## src/rtl/protobuf_fixed64_field_extractor_macros.svh

```systemverilog
// Assertion macros shared by the extractor RTL.
// Each macro places one labeled concurrent assertion on the rising clock edge,
// disabled while the synchronous reset is asserted.
`ifndef PROTOBUF_FIXED64_FIELD_EXTRACTOR_MACROS_SVH
`define PROTOBUF_FIXED64_FIELD_EXTRACTOR_MACROS_SVH

`ifndef SYNTH

`define PFX_ASSERT_IMPLY(lbl, clk, rst_n, ante, cons) \
  lbl: assert property (@(posedge clk) disable iff (!rst_n) (ante) |-> (cons)) \
    else $error("extractor implication check failed");

`define PFX_ASSERT_NEVER(lbl, clk, rst_n, expr) \
  lbl: assert property (@(posedge clk) disable iff (!rst_n) !(expr)) \
    else $error("extractor forbidden condition seen");

`else

`define PFX_ASSERT_IMPLY(lbl, clk, rst_n, ante, cons)

`define PFX_ASSERT_NEVER(lbl, clk, rst_n, expr)

`endif

`endif

```

## src/rtl/pfx_pkg.sv

```systemverilog
// ----------------------------------------------------------------------------
// pfx_pkg
// Types and constants of the protobuf fixed64 field extractor.
// ----------------------------------------------------------------------------
package pfx_pkg;

  localparam int OUT_DEPTH_DEF = 4;

  localparam int TARGET_W     = 29;
  localparam int TARGET_RESET = 1;
  localparam int VARINT_MAX   = 10;

  // Register indexes on the configuration port.
  localparam logic REG_TARGET = 1'b0;

  // Wire types.
  localparam logic [2:0] WT_VARINT  = 3'd0;
  localparam logic [2:0] WT_FIXED64 = 3'd1;
  localparam logic [2:0] WT_LEN     = 3'd2;
  localparam logic [2:0] WT_FIXED32 = 3'd5;

  // Result kinds.
  localparam logic KIND_VALUE = 1'b0;
  localparam logic KIND_END   = 1'b1;

  typedef enum logic [1:0] {
    ST_CLEAN    = 2'd0,
    ST_TRUNC    = 2'd1,
    ST_BADWIRE  = 2'd2,
    ST_OVERLONG = 2'd3
  } end_status_t;

  typedef enum logic [1:0] {
    PH_KEY,
    PH_VARINT,
    PH_LENGTH,
    PH_BYTES
  } phase_t;

  typedef struct packed {
    logic [7:0] msg_byte;
    logic       final_byte;
  } in_data_t;

  typedef struct packed {
    logic        result_kind;
    logic [63:0] field_value;
    logic [1:0]  end_status;
    logic        last_of_run;
  } out_data_t;

  // Results produced by one parsed byte: count is 0, 1 or 2.
  typedef struct packed {
    logic [1:0] count;
    out_data_t  first;
    out_data_t  second;
  } push_t;

  typedef struct packed {
    logic has_room;
    logic empty;
  } fifo_stat_t;

endpackage

```

## src/rtl/pfx_parser.sv

```systemverilog
// ----------------------------------------------------------------------------
// pfx_parser
// Input register and wire format parser; one byte is parsed per cycle while the result queue has room.
// ----------------------------------------------------------------------------
module pfx_parser (
  input  logic                          clk,
  input  logic                          rst_n,
  input  logic                          in_valid,
  output logic                          in_ready,
  input  pfx_pkg::in_data_t             in_data,
  input  logic [pfx_pkg::TARGET_W-1:0]  target_field,
  input  pfx_pkg::fifo_stat_t           stat,
  output pfx_pkg::push_t                push
);
  import pfx_pkg::*;

  logic        in_valid_r;
  in_data_t    in_data_r;
  logic        advance;

  phase_t      phase_r, phase_nxt;
  logic [63:0] acc_r, acc_nxt;
  logic [3:0]  cnt_r, cnt_nxt;
  logic        match_r, match_nxt;
  logic [31:0] rem_r, rem_nxt;
  logic        stop_r, stop_nxt;
  logic [1:0]  reason_r, reason_nxt;

  logic [7:0]  b;
  logic [63:0] vbits;
  logic [63:0] vacc;
  logic [3:0]  vcnt;
  logic        vdone;
  logic        vover;
  logic [2:0]  bslot;
  logic [63:0] bacc;
  logic [31:0] rem_dec;
  logic [31:0] fnum;
  logic        emit_val;
  logic [63:0] emit_data;
  logic [1:0]  end_st;

  assign advance  = in_valid_r && stat.has_room;
  assign in_ready = !in_valid_r || advance;

  always_ff @(posedge clk) begin
    if (!rst_n) begin
      in_valid_r <= 1'b0;
    end else if (in_ready) begin
      in_valid_r <= in_valid;
    end
  end

  always_ff @(posedge clk) begin
    if (in_ready && in_valid) begin
      in_data_r <= in_data;
    end
  end

  always_ff @(posedge clk) begin
    if (!rst_n) begin
      phase_r  <= PH_KEY;
      acc_r    <= '0;
      cnt_r    <= '0;
      match_r  <= 1'b0;
      rem_r    <= '0;
      stop_r   <= 1'b0;
      reason_r <= ST_CLEAN;
    end else begin
      phase_r  <= phase_nxt;
      acc_r    <= acc_nxt;
      cnt_r    <= cnt_nxt;
      match_r  <= match_nxt;
      rem_r    <= rem_nxt;
      stop_r   <= stop_nxt;
      reason_r <= reason_nxt;
    end
  end

  // Varint byte: seven payload bits land at 7 * byte count; bits past 63 drop.
  assign b     = in_data_r.msg_byte;
  assign vbits = (cnt_r < 4'(VARINT_MAX)) ?
                 (64'(b[6:0]) << (6'(cnt_r) * 6'd7)) : 64'd0;
  assign vacc  = acc_r | vbits;
  assign vcnt  = cnt_r + 4'd1;
  assign vdone = !b[7];
  assign vover = b[7] && (vcnt >= 4'(VARINT_MAX));
  assign fnum  = vacc[34:3];

  // Fixed64 payload byte: the slot is (8 - remaining) mod 8.
  assign bslot   = 3'd0 - rem_r[2:0];
  assign bacc    = acc_r | (64'(b) << {bslot, 3'b000});
  assign rem_dec = (rem_r != 32'd0) ? rem_r - 32'd1 : 32'd0;

  always_comb begin
    phase_nxt  = phase_r;
    acc_nxt    = acc_r;
    cnt_nxt    = cnt_r;
    match_nxt  = match_r;
    rem_nxt    = rem_r;
    stop_nxt   = stop_r;
    reason_nxt = reason_r;
    emit_val   = 1'b0;
    emit_data  = bacc;
    end_st     = ST_CLEAN;

    if (advance && !stop_r) begin
      case (phase_r)
        PH_BYTES: begin
          if (match_r) begin
            acc_nxt = bacc;
          end
          rem_nxt = rem_dec;
          if (rem_dec == 32'd0) begin
            emit_val  = match_r;
            acc_nxt   = '0;
            match_nxt = 1'b0;
            phase_nxt = PH_KEY;
          end
        end
        PH_VARINT, PH_LENGTH, PH_KEY: begin
          acc_nxt = vacc;
          cnt_nxt = vcnt;
          if (vdone) begin
            acc_nxt = '0;
            cnt_nxt = '0;
            if (phase_r == PH_VARINT) begin
              phase_nxt = PH_KEY;
            end else if (phase_r == PH_LENGTH) begin
              if (vacc[63:32] != 32'd0) begin
                stop_nxt   = 1'b1;
                reason_nxt = ST_TRUNC;
              end else if (vacc[31:0] == 32'd0) begin
                phase_nxt = PH_KEY;
              end else begin
                rem_nxt   = vacc[31:0];
                match_nxt = 1'b0;
                phase_nxt = PH_BYTES;
              end
            end else begin
              case (vacc[2:0])
                WT_VARINT: begin
                  phase_nxt = PH_VARINT;
                end
                WT_FIXED64: begin
                  rem_nxt   = 32'd8;
                  match_nxt = (fnum == 32'(target_field));
                  phase_nxt = PH_BYTES;
                end
                WT_LEN: begin
                  phase_nxt = PH_LENGTH;
                end
                WT_FIXED32: begin
                  rem_nxt   = 32'd4;
                  match_nxt = 1'b0;
                  phase_nxt = PH_BYTES;
                end
                default: begin
                  stop_nxt   = 1'b1;
                  reason_nxt = ST_BADWIRE;
                end
              endcase
            end
          end else if (vover) begin
            stop_nxt   = 1'b1;
            reason_nxt = ST_OVERLONG;
          end
        end
        default: begin
          phase_nxt = PH_KEY;
        end
      endcase
    end

    // The last byte reports how the message ended and rearms the parser.
    if (advance && in_data_r.final_byte) begin
      if (stop_nxt) begin
        end_st = reason_nxt;
      end else if (phase_nxt == PH_KEY && cnt_nxt == 4'd0) begin
        end_st = ST_CLEAN;
      end else begin
        end_st = ST_TRUNC;
      end
      phase_nxt  = PH_KEY;
      acc_nxt    = '0;
      cnt_nxt    = '0;
      match_nxt  = 1'b0;
      rem_nxt    = '0;
      stop_nxt   = 1'b0;
      reason_nxt = ST_CLEAN;
    end
  end

  always_comb begin
    out_data_t val_res;
    out_data_t end_res;
    val_res.result_kind = KIND_VALUE;
    val_res.field_value = emit_data;
    val_res.end_status  = ST_CLEAN;
    val_res.last_of_run = !in_data_r.final_byte;
    end_res.result_kind = KIND_END;
    end_res.field_value = '0;
    end_res.end_status  = end_st;
    end_res.last_of_run = 1'b1;

    push.count  = 2'(emit_val) + 2'(advance && in_data_r.final_byte);
    push.first  = emit_val ? val_res : end_res;
    push.second = end_res;
  end

endmodule

```

## src/rtl/pfx_out_fifo.sv

```systemverilog
// ----------------------------------------------------------------------------
// pfx_out_fifo
// Result queue that takes up to two results a cycle and gives one a cycle while out_ready is high.
// ----------------------------------------------------------------------------
module pfx_out_fifo #(
  parameter int DEPTH = pfx_pkg::OUT_DEPTH_DEF
) (
  input  logic                 clk,
  input  logic                 rst_n,
  input  pfx_pkg::push_t       push,
  output pfx_pkg::fifo_stat_t  stat,
  output logic                 out_valid,
  input  logic                 out_ready,
  output pfx_pkg::out_data_t   out_data
);
  import pfx_pkg::*;

  localparam int PTR_W = (DEPTH > 1) ? $clog2(DEPTH) : 1;
  localparam int CNT_W = $clog2(DEPTH + 1);

  out_data_t        mem [DEPTH];
  logic [PTR_W-1:0] wr_ptr_r, wr_ptr_nxt;
  logic [PTR_W-1:0] rd_ptr_r, rd_ptr_nxt;
  logic [CNT_W-1:0] cnt_r, cnt_nxt;
  logic [PTR_W-1:0] wr_next;
  logic             pop;

  function automatic logic [PTR_W-1:0] ptr_inc(input logic [PTR_W-1:0] p);
    ptr_inc = (p == PTR_W'(DEPTH - 1)) ? '0 : p + PTR_W'(1);
  endfunction

  assign pop       = out_valid && out_ready;
  assign wr_next   = ptr_inc(wr_ptr_r);
  assign out_valid = (cnt_r != '0);
  assign out_data  = mem[rd_ptr_r];

  // Room for the largest burst one byte can cause.
  assign stat.has_room = (cnt_r <= CNT_W'(DEPTH - 2));
  assign stat.empty    = (cnt_r == '0);

  always_comb begin
    case (push.count)
      2'd1:    wr_ptr_nxt = wr_next;
      2'd2:    wr_ptr_nxt = ptr_inc(wr_next);
      default: wr_ptr_nxt = wr_ptr_r;
    endcase
    rd_ptr_nxt = pop ? ptr_inc(rd_ptr_r) : rd_ptr_r;
    cnt_nxt    = cnt_r + CNT_W'(push.count) - CNT_W'(pop);
  end

  always_ff @(posedge clk) begin
    if (!rst_n) begin
      wr_ptr_r <= '0;
      rd_ptr_r <= '0;
      cnt_r    <= '0;
    end else begin
      wr_ptr_r <= wr_ptr_nxt;
      rd_ptr_r <= rd_ptr_nxt;
      cnt_r    <= cnt_nxt;
    end
  end

  always_ff @(posedge clk) begin
    if (push.count != 2'd0) begin
      mem[wr_ptr_r] <= push.first;
    end
    if (push.count == 2'd2) begin
      mem[wr_next] <= push.second;
    end
  end

endmodule

```

## src/rtl/protobuf_fixed64_field_extractor.sv

```systemverilog
// A byte is taken into the input register and parsed from there; its results are
// written into the result queue, from which they are offered on out_data.
// Throughput: one byte per cycle, paced by the result queue, which drains one
// result per cycle while out_ready is high; a last byte that also closes a
// matching fixed64 field yields two results. Reset is synchronous: the parser
// returns to reading a key, the queue empties and target_field returns to 1.
// ----------------------------------------------------------------------------
// protobuf_fixed64_field_extractor
// Streaming protobuf parser that extracts fixed64 values of one field number.
// ----------------------------------------------------------------------------
`include "protobuf_fixed64_field_extractor_macros.svh"

module protobuf_fixed64_field_extractor #(
  parameter int OUT_DEPTH = pfx_pkg::OUT_DEPTH_DEF
) (
  input  logic               clk,
  input  logic               rst_n,
  input  logic               in_valid,
  output logic               in_ready,
  input  pfx_pkg::in_data_t  in_data,
  output logic               out_valid,
  input  logic               out_ready,
  output pfx_pkg::out_data_t out_data,
  input  logic               psel,
  input  logic               penable,
  input  logic               pwrite,
  input  logic [2:0]         paddr,
  input  logic [31:0]        pwdata,
  output logic [31:0]        prdata,
  output logic               pready
);
  import pfx_pkg::*;

  logic [TARGET_W-1:0] target_r;
  push_t               push;
  fifo_stat_t          stat;
  logic                reg_wr;

  assign pready = 1'b1;
  assign reg_wr = psel && penable && pwrite && pready && (paddr[2] == REG_TARGET);
  assign prdata = (paddr[2] == REG_TARGET) ? 32'(target_r) : 32'd0;

  always_ff @(posedge clk) begin
    if (!rst_n) begin
      target_r <= TARGET_W'(TARGET_RESET);
    end else if (reg_wr) begin
      target_r <= pwdata[TARGET_W-1:0];
    end
  end

  pfx_parser u_parser (
    .clk          (clk),
    .rst_n        (rst_n),
    .in_valid     (in_valid),
    .in_ready     (in_ready),
    .in_data      (in_data),
    .target_field (target_r),
    .stat         (stat),
    .push         (push)
  );

  pfx_out_fifo #(
    .DEPTH (OUT_DEPTH)
  ) u_out_fifo (
    .clk       (clk),
    .rst_n     (rst_n),
    .push      (push),
    .stat      (stat),
    .out_valid (out_valid),
    .out_ready (out_ready),
    .out_data  (out_data)
  );

  // The parser only produces results when the queue can hold a full burst.
  `PFX_ASSERT_IMPLY(a_push_room, clk, rst_n, push.count != 2'd0, stat.has_room)
  `PFX_ASSERT_NEVER(a_push_count, clk, rst_n, push.count == 2'd3)
  // A pair is always a value followed by the end report that closes the run.
  `PFX_ASSERT_IMPLY(a_pair_order, clk, rst_n, push.count == 2'd2,
    push.first.result_kind == KIND_VALUE && !push.first.last_of_run &&
    push.second.result_kind == KIND_END && push.second.last_of_run)
  `PFX_ASSERT_IMPLY(a_end_form, clk, rst_n,
    push.count != 2'd0 && push.first.result_kind == KIND_END,
    push.first.field_value == 64'd0 && push.first.last_of_run)

endmodule
```

## config.mk

```make
export PLATFORM = sky130hd
export DESIGN_NAME = protobuf_fixed64_field_extractor
export DESIGN_NICKNAME = d
export VERILOG_FILES = /design/src/rtl/pfx_pkg.sv /design/src/rtl/pfx_parser.sv /design/src/rtl/pfx_out_fifo.sv /design/src/rtl/protobuf_fixed64_field_extractor.sv
export VERILOG_INCLUDE_DIRS = /design/src /design/src/rtl
export SDC_FILE = /design/constraint.sdc
export NUM_CORES = 1
export LEC_CHECK = 0
export BUFFER_PORTS_ARGS = -buffer_cell sky130_fd_sc_hd__buf_2
export CAP_MARGIN = 40
export CELL_PAD_IN_SITES_DETAIL_PLACEMENT = 1
export CELL_PAD_IN_SITES_GLOBAL_PLACEMENT = 2
export CORE_MARGIN = 3
export CORE_UTILIZATION = 30
export CTS_BUF_LIST = sky130_fd_sc_hd__clkbuf_16
export DETAILED_ROUTE_END_ITERATION = 16
export PLACE_DENSITY = 0.74
export REMOVE_ABC_BUFFERS = 1
export SYNTH_ARGS = -nofsm -noshare
export SYNTH_HDL_FRONTEND = slang
export SYNTH_SLANG_ARGS = --single-unit
```

## constraint.sdc

```tcl
create_clock -name clk -period 5.22 [get_ports clk]
set_clock_uncertainty 0.1 [all_clocks]
set_input_delay 0.522 -clock clk [delete_from_list [all_inputs] [get_ports clk]]
set_output_delay 0.522 -clock clk [all_outputs]
set_load 0.02 [all_outputs]
```

==> results.yml <==
timing:
  final-hold-violation-count: 0
  slew_violations: 0
  relSlewSlack: 0.379
  fin_crit_ns: 4.94
  fin_crit_sh: 0.947
  grt_setup_unrepaired: "false"
  finalSetupViolations: 0
  worstMarginPinSlew_ns: 0.928
  fmaxAchievable_ghz: 0.202
global_routing:
  grtUsageTotal: 0.226
  grt_max_degree: 42
  antenna_found_initial: 0
  grt_pass1_wl_um: 125000
  grt_remaining_overflow: 0
  grt_pass1_vias: 20000
clocking:
  cts_setup_buffers: 0
  clockBufferDepth: 3
  path_clk_slew_ns: 0.06
  root_buffer: "clkbuf_16"
  h-tree-depth: 2
  cts_buffers: 49
  clock_latency_ns: 0.61
  clock-sinks: 426
  cts_tree: "done"
route:
  ant_nets: 0
  viasPerCell: 5.52
  wirelength_um: 82300
  drcViolationCount: 0
  wl_per_cell_um: 23.7
  drt_iter0_markers: 1357
  dr.pass1.iters: 5
  vias: 19200
floorplan:
  start_util: 0.305
  ios: 154
  core_um2: 67600
  die_h_um: 268
  row_count: 95
  die-area_um2: 71900
  die-width_um: 268
critical_path:
  crit_required_ns: 5.45
  endpoint_kind: "register"
  rrSetupSlack_ns: 0.28
  criticalPathCategory: "reg2reg"
  cp.arrival_ns: 5.17
  worstPathMaxFanout: 8
  start_kind: "register"
  slowest_stage: "fa_1"
  crit_top_cell: "buf_4"
  path_cells: "clkinv_1 > fa_1 > inv_1 > ha_1 > inv_1 > fa_1 > buf_4 > buf_4 > mux2_2 > a221oi_1 > nand4b_1 > buf_4 > o31ai_1 > nand3_1 > a211oi_1 > a211oi_2 > nor3b_1"
  slowest_delay_ns: 0.58
pwr:
  share_seq_of_total_power: 0.373
  combPwrFrac: 0.277
  p_leak_nw: 8.99
  intPower_mw: 6.29
  irDropWorstVdd_v: 0.000225
  switching_share: 0.351
  power_switching_mw: 3.40
  p_per_area_nw_per_um2: 396
  clock_power_share: 0.350
synthesis:
  synth.top_cell.area_share: 0.397
  async_flop_share: 0
  synth-edff-count: 17
  synth_top_area_cell: "dfxtp_1"
  netlist_area_um2: 20600
  ys_ff_latch: 426
  synth.top_cells.by_area: "dfxtp_1 40%, mux4_2 7.8%, nand2_1 7.4%, o21ai_0 6.9%, a21oi_1 3.8%"
  synth.yosys.seq_area_share: 0.422
  avgSynthCellArea_um2: 8.61
  yosysWarningCount: 0
  synthFlopType: "dfxtp_1"
  yosysUniqueCellTypes: 100
  syn_inst: 2396
cells_and_area:
  seqCellArea_um2: 8710
  final_util: 0.362
  multi_input_area_um2: 11100
  fillers: 7918
  layout-drive-gt1-share: 0.191
  antenna_cells: 0
  layout.cells.non_filler: 3476
  syn_to_final_growth_pct: 18.7
  finish.net_count: 2644
run_status:
  status: "finished, final reports clean"
place:
  port_buffers: 144
  place_inst: 3377
  routabilityCongestion: 0.937
  hpwl_um: 58700
run:
  cap_violations: 0
worst_hold_path:
  min_path_type: "in2reg"
==> per-layer routing <==
metal  share of wire  wire length (µm)  vias to the layer above  track usage
met5               0                 0                        -            0
met4           0.035              2910                        0       0.0821
met3           0.051              4170                      135       0.0351
met2            0.47             38900                      501        0.379
met1            0.44             36300                     9671        0.295
li1                -                 -                     8865            -
==> metrics by stage <==
stage | hold slack (ns) | cell area, µm² | TNS, ns | power (mW) | setup WS [ns]
6_report | 0.0493 | 24500 | 0 | 9.69 | 0.278
5_1_grt | 0.0591 | 24500 | 0 | 10.2 | 0.00513
4_1_cts | 0.0156 | 24500 | 0 | 9.77 | 0.189
3_5_place_dp | 0.338 | 22800 | -0.0269 | 6.33 | -0.0269
3_3_place_gp | 0.328 | 22700 | 0 | 6.28 | 0.123
2_1_floorplan | 0.320 | 19800 | -27.17 | 5.20 | -0.843
==> worst max-delay path: cells and delay by family (launching register included) <==
family,cells,cell delay (ns)
buf+inv,6,0.87
mux,1,0.45
flops,1,0.33
simple gates,3,0.61
fa+ha+maj,3,1.23
compound gates,4,1.11
==> cell type report <==
type / instances / area share
tap: 873 / 0.0446
clock buffer: 50 / 0.0511
timing repair buffer: 283 / 0.0775
inverter: 41 / 0.00629
sequential: 426 / 0.356
multi-input combinational: 1763 / 0.452
clock inverter: 40 / 0.0131
==> flip-flops by register name, indices dropped and copies added (netlist names), 3 cells and up, named ones only <==
name	cells
u_out_fifo.cnt_r	3
u_parser.rem_r	32
u_parser.cnt_r	4
u_parser.acc_r	64
u_out_fifo.mem	272
u_parser.b	8
target_r	29
==> cell families (layout without fill, tap and decap cells) <==
group           after synthesis  in the layout  share of synthesized area
simple gates                901            901                      0.200
compound gates              683            683                      0.197
flops                       426            426                      0.422
buf+inv                     209            414                     0.0475
mux                          98             98                     0.0932
xor+xnor                     48             48                     0.0207
fa+ha+maj                    29             29                     0.0194
other cells                   2              4                   0.000364
==> placed cells by master, fill, tap and decap left out, types with 25 or more instances in the layout <==
master,Yosys,routed
a21boi_0,31,31
a21oi_1,156,152
buf_2,16,145
buf_4,6,119
clkbuf_16,0,50
dfxtp_1,409,407
inv_1,40,49
mux4_2,71,71
nand2_1,408,407
nand3_1,31,31
nor2_1,188,188
nor2b_1,38,38
nor3_1,88,87
nor4_1,25,25
o21ai_0,286,286
o22ai_1,62,62
xnor2_1,26,25
==> cells in the mapped netlist (8+ instances only) <==
library cell and count:
a21boi_0 31, a21oi_1 156, a22oi_1 22, a31oi_1 9
and2_1 12, buf_2 16, clkbuf_1 123, clkbuf_8 10
dfxtp_1 409, edfxtp_1 17, ha_1 24, inv_1 40
mux2_2 9, mux2i_1 14, mux4_2 71, nand2_1 408
nand3_1 31, nand4_1 10, nor2_1 188, nor2b_1 38
nor3_1 88, nor4_1 25, o21ai_0 286, o21ai_1 24
o22ai_1 62, o32ai_1 8, or2_1 15, or2_2 18
or3_1 9, xnor2_1 26, xor2_1 21
==> timing repair <==
action | CTS | global route
pin swaps | 0 | 1
resized for setup | 1 | 3
hold buffers | 9 | 0
setup endpoints to repair | 4 | 27
hold endpoints to repair | 9 | 0
==> power groups by stage <==
stage                     sequential (mW)  combinational [mW]  clock (mW)
final                                3.61                2.68        3.39
after global routing                 3.64                2.90        3.62
after CTS                            3.61                2.66        3.49
after detailed placement             3.68                2.64           0
after global placement               3.70                2.57           0
after floorplan                      3.67                1.52           0
==> final timing paths <==
kind,startpoint,end,cells past startpoint
hold reg to reg,u_out_fifo.mem[1][55]$_SDFFE_PP0P_,u_out_fifo.mem[1][55]$_SDFFE_PP0P_,2
setup reg to reg,u_parser.cnt_r[0]$_SDFF_PP0_,u_out_fifo.mem[3][1]$_DFFE_PP_,17
setup / recovery,u_parser.cnt_r[0]$_SDFF_PP0_,u_out_fifo.mem[3][1]$_DFFE_PP_,17
hold / removal,pwdata[0],target_r[0]$_SDFFE_PN1P_,3
Power figures use the tool's default switching activity.
